--- config.mk ---
export PLATFORM = sky130hd
export DESIGN_NAME = qte_asin
export DESIGN_NICKNAME = d
export VERILOG_FILES = /design/src/hdl/qte_pkg.sv /design/src/hdl/qte_asin.sv
export SDC_FILE = /design/constraint.sdc
export NUM_CORES = 1
export LEC_CHECK = 0
export ABC_AREA = 1
export BUFFER_PORTS_ARGS = -buffer_cell sky130_fd_sc_hd__buf_4
export CAP_MARGIN = 20
export CORE_MARGIN = 1.5
export CORE_UTILIZATION = 50
export DETAILED_ROUTE_END_ITERATION = 16
export GPL_TIMING_DRIVEN = 0
export PLACE_DENSITY = 0.66
export SETUP_SLACK_MARGIN = 0.5
export SLEW_MARGIN = 20
export SYNTH_ARGS = -nofsm -noshare
export SYNTH_HDL_FRONTEND = slang
export SYNTH_SLANG_ARGS = --single-unit
export TNS_END_PERCENT = 30
--- constraint.sdc ---
create_clock -name clock -period 7 [get_ports clock]
set_input_delay 0.7 -clock clock [delete_from_list [all_inputs] [get_ports clock]]
set_output_delay 0.7 -clock clock [all_outputs]
set_load 0.005 [all_outputs]
--- src/hdl/qte_pkg.sv ---
`timescale 1ns / 1ps
package qte_pkg;

   localparam int FRAC_BITS = 14;
   localparam logic [63:0] PI_Q30 = 64'd3373259426;

   localparam int HALF_TURN_DEG = 180;
   localparam int QUARTER_TURN_DEG = 90;
   localparam int OCTANT_DEG = 45;
   localparam int ASIN_HALF_DEG = 30;

   localparam int MAG_W = 33;
   localparam int SUM_W = 34;
   localparam int TAB_W = 32;
   localparam int TAB_HALF = TAB_W / 2;

   localparam int ATAN_STEPS = 6;
   localparam int ATAN_F_W = ATAN_STEPS;
   localparam int ATAN_LAT = 2 * ATAN_STEPS;
   localparam int ASIN_STEPS = 7;
   localparam int ASIN_F_W = ASIN_STEPS;
   localparam int FRONT_LAT = 3;
   localparam int TOTAL_LAT = FRONT_LAT + ATAN_LAT + 1;

   typedef logic [QUARTER_TURN_DEG:0][TAB_W-1:0] sin_tab_type;

   // sin(k deg) in Q30 by truncated Taylor series
   function automatic logic [TAB_W-1:0] sin_q30(int k);
      logic [63:0] a;
      logic [63:0] a2;
      logic [63:0] t;
      longint s;
      a = (64'(k) * PI_Q30 + 64'd90) / 64'd180;
      a2 = (a * a) >> 30;
      t = a;
      s = longint'(a);
      for (int n = 1; n <= 10; n++) begin
         t = ((t * a2) >> 30) / 64'((2 * n) * (2 * n + 1));
         if (n % 2 == 1) begin
            s = s - longint'(t);
         end else begin
            s = s + longint'(t);
         end
      end
      return (s < 0) ? '0 : TAB_W'(s);
   endfunction

   function automatic sin_tab_type sin_table();
      sin_tab_type tab;
      for (int k = 0; k <= QUARTER_TURN_DEG; k++) begin
         tab[k] = sin_q30(k);
      end
      return tab;
   endfunction

   localparam sin_tab_type SIN_TAB = sin_table();

   typedef struct packed {
      logic y_zero;
      logic x_zero;
      logic mag_eq;
      logic y_lt_x;
      logic x_neg;
      logic y_neg;
   } atan_side_type;

   typedef struct packed {
      logic [MAG_W-1:0] small_mag;
      logic [MAG_W-1:0] big_mag;
      atan_side_type side;
   } atan_in_type;

   typedef struct packed {
      logic [ATAN_F_W-1:0] f;
      atan_side_type side;
   } atan_out_type;

   typedef struct packed {
      logic [MAG_W-1:0] mag;
      logic neg;
   } asin_in_type;

   typedef struct packed {
      logic [ASIN_F_W-1:0] deg;
      logic sat;
      logic neg;
   } asin_out_type;

endpackage

--- src/hdl/qte_asin.sv ---
`timescale 1ns / 1ps
module qte_asin import qte_pkg::*; (
   input  logic         clock,
   input  asin_in_type  asin_in,
   output asin_out_type asin_out
);

   localparam int CMP_W = 64;
   localparam int SH_L = (2 * FRAC_BITS >= 30) ? 0 : 30 - 2 * FRAC_BITS;
   localparam int SH_R = (2 * FRAC_BITS >= 30) ? 2 * FRAC_BITS - 30 : 0;
   localparam logic [CMP_W-1:0] LIM = CMP_W'(1) << (2 * FRAC_BITS);
   localparam int PAD = ATAN_LAT - ASIN_STEPS;

   logic [MAG_W-1:0] mag_w [0:ASIN_STEPS];
   logic neg_w [0:ASIN_STEPS];
   logic [ASIN_F_W-1:0] acc_w [0:ASIN_STEPS];
   asin_out_type pad_w [0:PAD];

   assign mag_w[0] = asin_in.mag;
   assign neg_w[0] = asin_in.neg;
   assign acc_w[0] = '0;

   for (genvar gi = 0; gi < ASIN_STEPS; gi++) begin : g_step
      logic [ASIN_F_W-1:0] cand;
      logic cand_ok;
      logic [6:0] si;
      logic [CMP_W-1:0] lhs;
      logic [CMP_W-1:0] rhs;
      logic meets;
      logic [ASIN_F_W-1:0] acc_ff;
      logic [MAG_W-1:0] mag_ff;
      logic neg_ff;

      always_comb begin
         cand = acc_w[gi] | ASIN_F_W'(1 << (ASIN_STEPS - 1 - gi));
         cand_ok = (7'(cand) <= 7'(QUARTER_TURN_DEG - 1));
         si = cand_ok ? 7'(cand) : 7'd0;
         lhs = CMP_W'(mag_w[gi]) << SH_L;
         rhs = CMP_W'(SIN_TAB[si]) << SH_R;
         if (7'(cand) == 7'(ASIN_HALF_DEG)) begin
            meets = (CMP_W'(mag_w[gi]) << 1) >= LIM;
         end else begin
            meets = lhs >= rhs;
         end
      end

      always_ff @(posedge clock) begin
         acc_ff <= (cand_ok && meets) ? cand : acc_w[gi];
         mag_ff <= mag_w[gi];
         neg_ff <= neg_w[gi];
      end

      assign acc_w[gi+1] = acc_ff;
      assign mag_w[gi+1] = mag_ff;
      assign neg_w[gi+1] = neg_ff;
   end

   assign pad_w[0].deg = acc_w[ASIN_STEPS];
   assign pad_w[0].sat = CMP_W'(mag_w[ASIN_STEPS]) >= LIM;
   assign pad_w[0].neg = neg_w[ASIN_STEPS];

   for (genvar gp = 0; gp < PAD; gp++) begin : g_pad
      asin_out_type pad_ff;
      always_ff @(posedge clock) begin
         pad_ff <= pad_w[gp];
      end
      assign pad_w[gp+1] = pad_ff;
   end

   assign asin_out = pad_w[PAD];

endmodule

==> impl_metrics.tcl, run 1 <==
set metrics [dict create \
    setup.worst_path.start_class "flop" \
    synthMostInstantiatedCell "nand2_1" \
    reg2reg_from "g_step[5].acc_ff[3]$_DFF_P_" \
    p_sw_uw 1280 \
    grt_pass1_vias 12000 \
    wl_per_cell_um 19.8 \
    drive_gt1_frac 0.0915 \
    async_flop_share 0 \
    grt_setup_unrepaired "no" \
    synthesis.instances 1695 \
    hold_start "asin_in[1]" \
    fp.dieW_um 169 \
    ant_nets 0 \
    vias 12400 \
    routed_via_density 5.74 \
    hp-class "primary input to flop" \
    r2r_cells 20 \
    firstDrtPassIters 8 \
    synth_edf_count 0 \
    drtIter0Drc 1498 \
    grt_overflow_total 0 \
    rr_endpoint "g_step[6].acc_ff[0]$_SDFF_PP1_" \
    syn-cell-area_um2 13900 \
    htree_levels 1 \
    powerDensity_nw_per_um2 270 \
    fillers 2469 \
    tightest_slew_ns 1.01 \
    grt_usage 0.302 \
    grt_first_pass_wirelength_um 66300 \
    yosysUniqueCellTypes 59 \
    ir_drop_v 0.000263 \
    crit_arrival_ns 4.98 \
    leakagePower_uw 0.00731 \
    clock.fmax_mhz 218 \
    min_period_ns 4.58 \
    synth.area.top_cells "dfxtp_1 41%, ha_1 17%, nand2_1 8.8%" \
    relSlewSlack 0.325 \
    status "finished, final reports clean" \
    post_cts_buffers 0 \
    portBuffers 43 \
    place_inst 2111 \
    ctsHoldBuffers 0 \
    switching_share 0.301 \
    start_util 0.511 \
    fin_setup_tns_ns 0 \
    period_share 0.655 \
    synthFlopType "dfxtp_1" \
    design.core.area_um2 27100 \
    clockPowerShare 0.376 \
    slew_violations 0 \
    ys_seq_elements 283 \
    antenna_found_initial 0 \
    worstSetupStartpoint "g_step[5].acc_ff[3]$_DFF_P_" \
    synth-seq-area-share 0.409 \
    cts_tree "done" \
    place_congestion 1.03 \
    setup_viol 0 \
    clk_latency_ns 0.54 \
    critical_path_peak_fanout 12 \
    syn2layout_area_growth_pct 13.1 \
    synth_common_cells "324 x nand2_1, 283 x dfxtp_1, 186 x ha_1" \
    crit_type "flop to flop" \
    path_clk_slew_ns 0.07 \
    fin_cells 2164 \
    worstPathRequired_ns 7.39 \
    clockBufferDepth 3 \
    rrSetupSlack_ns 2.42 \
    intPower_uw 2960 \
    cts_root_buf "clkbuf_16" \
    end_kind "flop" \
    nNetsFinal 1991 \
    synth.largest_area_cell "dfxtp_1" \
    ctsResizeCount 0 \
    dieArea_um2 28700 \
    maxCapViolCount 0 \
    synth_area_per_cell_um2 8.18 \
    hold_path_end "g_step[0].mag_ff[0]$_DFF_P_" \
    boundaryPins 44 \
    hold_depth 1 \
    ys_warn_count 0 \
    cts_buffers 29 \
    yosysTopAreaCellShare 0.409 \
    drc 0 \
    die_h_um 169 \
    placed_area_um2 14600 \
    pwr-share-comb 0.211 \
    hpwlAfterDp_um 33700 \
    p_seq_frac 0.414 \
    hold_violations 0 \
    grt_max_degree 20 \
    wl_um 42900 \
    fin_area_um2 15700 \
    n_antenna_cell 0 \
    core.rowCount 60 \
    finClkSkew_ns 0.0165 \
    cts.sinks 283 \
]
==> state kept, by name (all words and copies together), names as in the netlist <==
| signal | cells |
|---|---|
| g_step.neg_ff | 7 |
| g_step.acc_ff | 28 |
| g_pad.pad_ff | 36 |
| asin_out | 9 |
| g_step.mag_ff | 203 |
==> final cells by class <==
type | count | area (um2) | area share
clock inverter | 12 | 175 | 0.0112
multi-input combinational | 1213 | 7350 | 0.469
clock buffer | 41 | 851 | 0.0543
inverter | 152 | 571 | 0.0364
timing repair buffer | 43 | 323 | 0.0206
buffer | 48 | 278 | 0.0177
sequential | 283 | 5670 | 0.361
tap | 372 | 465 | 0.0297
==> power groups by stage <==
stage | Sequential (uW) | Clock [uW] | Combinational, uW
floorplan | 1760 | 0 | 593
global placement | 1790 | 0 | 868
detailed placement | 1790 | 0 | 856
CTS | 1750 | 1620 | 862
global route | 1760 | 1690 | 980
finish | 1750 | 1590 | 893
==> worst max-delay path, stage by stage, from the launching register on <==
cell and delay [ns]:
dfxtp_1 0.51, nand2_2 0.18, a21oi_1 0.19, nand2_2 0.11
nand2_1 0.52, inv_2 0.31, ha_1 0.31, inv_1 0.08
nand2_1 0.11, a21oi_1 0.14, o21ai_0 0.15, a31oi_1 0.42
ha_1 0.33, a21oi_1 0.15, nor2_1 0.06, a21oi_1 0.11
nand2_1 0.07, o21ai_0 0.22, nand3_1 0.11, nor3_1 0.20
a21oi_1 0.16
==> through the flow <==
stage	hold WS, ns	worst slack, ns	power [uW]	util
floorplan	0.310	3.97	2350	-
global placement	0.310	2.49	2650	0.541
detailed placement	0.312	2.64	2640	0.541
CTS	0.245	2.62	4230	0.578
global route	0.244	2.21	4440	0.578
finish	0.260	2.42	4240	0.578
==> how the worst max path moves through the flow <==
stage / cells past startpoint / slack (ns) / end
after detailed placement: 20 / 2.64 / g_step[6].acc_ff[0]$_SDFF_PP1_
after global placement: 20 / 2.49 / g_step[6].acc_ff[0]$_SDFF_PP1_
after global routing: 19 / 2.21 / g_step[6].acc_ff[0]$_SDFF_PP1_
after floorplan: 23 / 3.97 / g_step[6].acc_ff[0]$_SDFF_PP1_
final: 20 / 2.42 / g_step[6].acc_ff[0]$_SDFF_PP1_
after CTS: 20 / 2.62 / g_step[6].acc_ff[0]$_SDFF_PP1_
==> layout by cell type (no fill, tap or decap), drive strengths merged, types with 4 or more instances in the layout <==
cell type,synthesis,final
nand4,36,36
o311ai,5,5
o31ai,6,6
nor3,25,25
o22ai,11,11
nor3b,4,4
clkinv,1,5
inv,151,154
dfxtp,283,283
a22oi,7,7
o211ai,26,26
nand2,338,338
nand3,98,98
ha,186,186
o21ai,107,107
a31oi,14,14
nor2,146,146
buf,35,78
or2,9,9
o221ai,7,7
and3,7,7
a211oi,8,8
clkbuf,13,54
a21oi,129,129
nor4,17,17
==> cells by family after synthesis <==
group	synth area share
fa+ha+maj	0.168
xor+xnor	0.00126
flops	0.409
buf+inv	0.0612
simple gates	0.218
compound gates	0.143
other cells	0.000271
==> layer usage <==
layer  vias up  global-route usage  wire length (um)
met3       154              0.0583              3480
met4         0               0.145              2210
li1       5981                   -                 -
met2       592               0.509             19700
met5         -                   0                 0
met1      5705               0.370             17500
(Power assumes the default switching activity.)
==> inputs of run 2 (changes only) <==
ABC_AREA = 0   (was 1)
PLACE_DENSITY = 0.69   (was 0.66)
clock period = 4.2 ns   (was 7 ns; I/O delays follow)
==> impl_metrics.tcl, run 2 <==
set metrics [dict create \
    yosysUniqueCellTypes 89 \
    ant_nets 0 \
    crit_arrival_ns 4.31 \
    rrSetupSlack_ns 0.30 \
    period_share 0.928 \
    synth.largest_area_cell "dfxtp_1" \
    end_kind "flop" \
    dieArea_um2 29500 \
    routed_via_density 6.39 \
    synthesis.instances 1588 \
    power_uw 7020 \
    clock.fmax_mhz 257 \
    mostFrequentLayoutCell "dfxtp_1" \
    pre_cts_slack_ns -0.507 \
    antenna_found_initial 2 \
    hp-class "flop to flop" \
    ys_warn_count 0 \
    grt_usage 0.344 \
    powerDensity_nw_per_um2 415 \
    largest_reg_flops 203 \
    hold_path_end "g_pad[2].pad_ff[0]$_DFF_P_" \
    cts_buffers 29 \
    start_util 0.510 \
    clk_latency_ns 0.55 \
    path_cells "buf_4 -> buf_2 -> clkbuf_1 -> nand2_1 -> a311oi_1 -> a31oi_1 -> ha_1 -> nand4_1 -> nor3_2 -> nand3_1 -> nor3_2 -> o311ai_1 -> o211ai_1" \
    tightest_slew_ns 0.865 \
    boundaryPins 44 \
    drc 0 \
    synth-seq-area-share 0.397 \
    die_h_um 172 \
    r2r_cells 13 \
    synth_edf_count 0 \
    path_clk_slew_ns 0.07 \
    core.rowCount 61 \
    syn2layout_area_growth_pct 18.6 \
    relSlewSlack 0.408 \
    final_cell_mix "276 x dfxtp_1, 177 x ha_1, 163 x a21oi_1" \
    drive_gt1_frac 0.141 \
    switching_share 0.283 \
    leakagePower_uw 0.00708 \
    synth_area_per_cell_um2 8.98 \
    place_congestion 1.05 \
    p_sw_uw 1990 \
    design.core.area_um2 27900 \
    hold_violations 0 \
    ir_drop_v 0.000433 \
    grt_setup_unrepaired "yes" \
    grt_pass1_vias 13300 \
    p_seq_frac 0.417 \
    slew_violations 0 \
    pwr-share-comb 0.192 \
    min_period_ns 3.90 \
    grt_overflow_total 0 \
    worstPathRequired_ns 4.62 \
    wl_um 50400 \
    fillers 2414 \
    critPathSlowestCell "clkbuf_1" \
    syn-cell-area_um2 14300 \
    setup.worst_path.start_class "flop" \
    synth.area.top_cells "dfxtp_1 40%, ha_1 16%, a21oi_1 5.8%" \
    yosysTopAreaCellShare 0.397 \
    intPower_uw 5040 \
    synthFlopType "dfxtp_1" \
    critPathMostFrequentCell "nor3_2" \
    clockBufferDepth 3 \
    rr_endpoint "g_step[6].acc_ff[0]$_SDFF_PP1_" \
    slowest_delay_ns 0.63 \
    ys_seq_elements 283 \
    vias 13500 \
    cts.sinks 283 \
    firstDrtPassIters 6 \
    crit_type "flop to flop" \
    maxCapViolCount 0 \
    reg2reg_from "g_step[5].acc_ff[2]$_DFF_P_" \
    nNetsFinal 1931 \
    synthMostInstantiatedCell "dfxtp_1" \
    cts_root_buf "clkbuf_16" \
    setup_viol 0 \
    hold_start "g_pad[1].pad_ff[0]$_DFF_P_" \
    portBuffers 43 \
    grt_first_pass_wirelength_um 77000 \
    grt_max_degree 21 \
    clockPowerShare 0.391 \
    htree_levels 1 \
    async_flop_share 0 \
    fp.dieW_um 172 \
    status "finished, final reports clean" \
    setup_ws_ns 0.303 \
    hpwlAfterDp_um 37200 \
    reg.largest.list "g_step.mag_ff x203, g_pad.pad_ff x36, g_step.acc_ff x28" \
    drtIter0Drc 1699 \
    finClkSkew_ns 0.0106 \
    synth_common_cells "283 x dfxtp_1, 186 x ha_1, 166 x a21oi_1" \
    critical_path_peak_fanout 10 \
    cts_tree "done" \
    top_register "g_step.mag_ff" \
    hold_depth 0 \
    n_antenna_cell 0 \
    wl_per_cell_um 23.9 \
]
run 2: worst max-delay path: cells and delay by family, from the launching register on:
family / cells / cell delay [ns]
adders and majority gates: 1 / 0.34
buffers and inverters: 3 / 1.16
and+or+nand+nor: 5 / 0.74
DFF: 1 / 0.43
AOI/OAI and AO/OA: 4 / 1.08
run 2: stage by stage:
step                      setup TNS, ns  std cells  hold WS [ns]   util  instance area [um2]
after floorplan                       0       1589         0.310      -                14300
after global placement            -1.16       2010         0.310  0.539                15100
after detailed placement         -0.986       2010         0.312  0.539                15100
after CTS                             0       2111         0.323  0.605                16900
after global routing                  0       2111         0.323  0.605                16900
final                                 0       2111         0.317  0.605                16900
run 2: how the worst max path moves through the flow:
stage | startpoint | end | cells after the start
final | g_step[5].acc_ff[2]$_DFF_P_ | g_step[6].acc_ff[0]$_SDFF_PP1_ | 13
after global routing | g_step[5].acc_ff[1]$_SDFF_PP1_ | g_step[6].acc_ff[0]$_SDFF_PP1_ | 16
after CTS | g_step[5].acc_ff[1]$_SDFF_PP1_ | g_step[6].acc_ff[0]$_SDFF_PP1_ | 18
after detailed placement | g_step[4].acc_ff[3]$_DFF_P_ | g_step[5].acc_ff[1]$_SDFF_PP1_ | 18
after global placement | g_step[5].acc_ff[1]$_SDFF_PP1_ | g_step[6].acc_ff[0]$_SDFF_PP1_ | 15
after floorplan | g_step[4].acc_ff[3]$_DFF_P_ | g_step[5].acc_ff[1]$_SDFF_PP1_ | 16
run 2: final cells by class:
| class | instances | area (um2) | share of cell area |
|---|---|---|---|
| timing repair buffer | 90 | 761 | 0.0450 |
| multi-input combinational | 1166 | 8180 | 0.484 |
| tap | 378 | 473 | 0.0280 |
| clock buffer | 39 | 813 | 0.0481 |
| clock inverter | 15 | 240 | 0.0142 |
| buffer | 98 | 603 | 0.0357 |
| sequential | 283 | 5680 | 0.336 |
| inverter | 42 | 161 | 0.00955 |
run 2: power groups by stage:
stage               sequential [uW]  clock (uW)  combinational, uW
floorplan                      2940           0                800
global placement               2980           0               1180
detailed placement             2990           0               1180
CTS                            2930        2780               1280
global route                   2940        2910               1440
finish                         2930        2750               1350
run 2: metal layers:
metal,vias to the layer above,GRT usage,wire length [um]
li1,6078,-,-
met1,6379,0.437,20300
met2,836,0.560,22400
met3,191,0.0808,5140
met4,2,0.149,2500
met5,-,0,19
run 2: repair_timing:
item / in CTS / in global routing
resized for setup: 105 / 7
pin swaps: 19 / 3
buffers inserted: 13 / 0
hold endpoints to repair: 34 / 0
hold buffers: 34 / 0
setup endpoints to repair: 2 / 2
run 2: kinds of logic (layout without fill, tap and decap cells):
family,Yosys count,in the layout,synth area share
xor gates and xnor gates,13,13,0.00799
DFF,283,283,0.397
other,1,2,0.000263
adders and majority gates,186,186,0.163
AOI/OAI and AO/OA,534,534,0.237
buffers and inverters,140,284,0.0454
muxes,11,11,0.00816
and+or+nand+nor,420,420,0.140
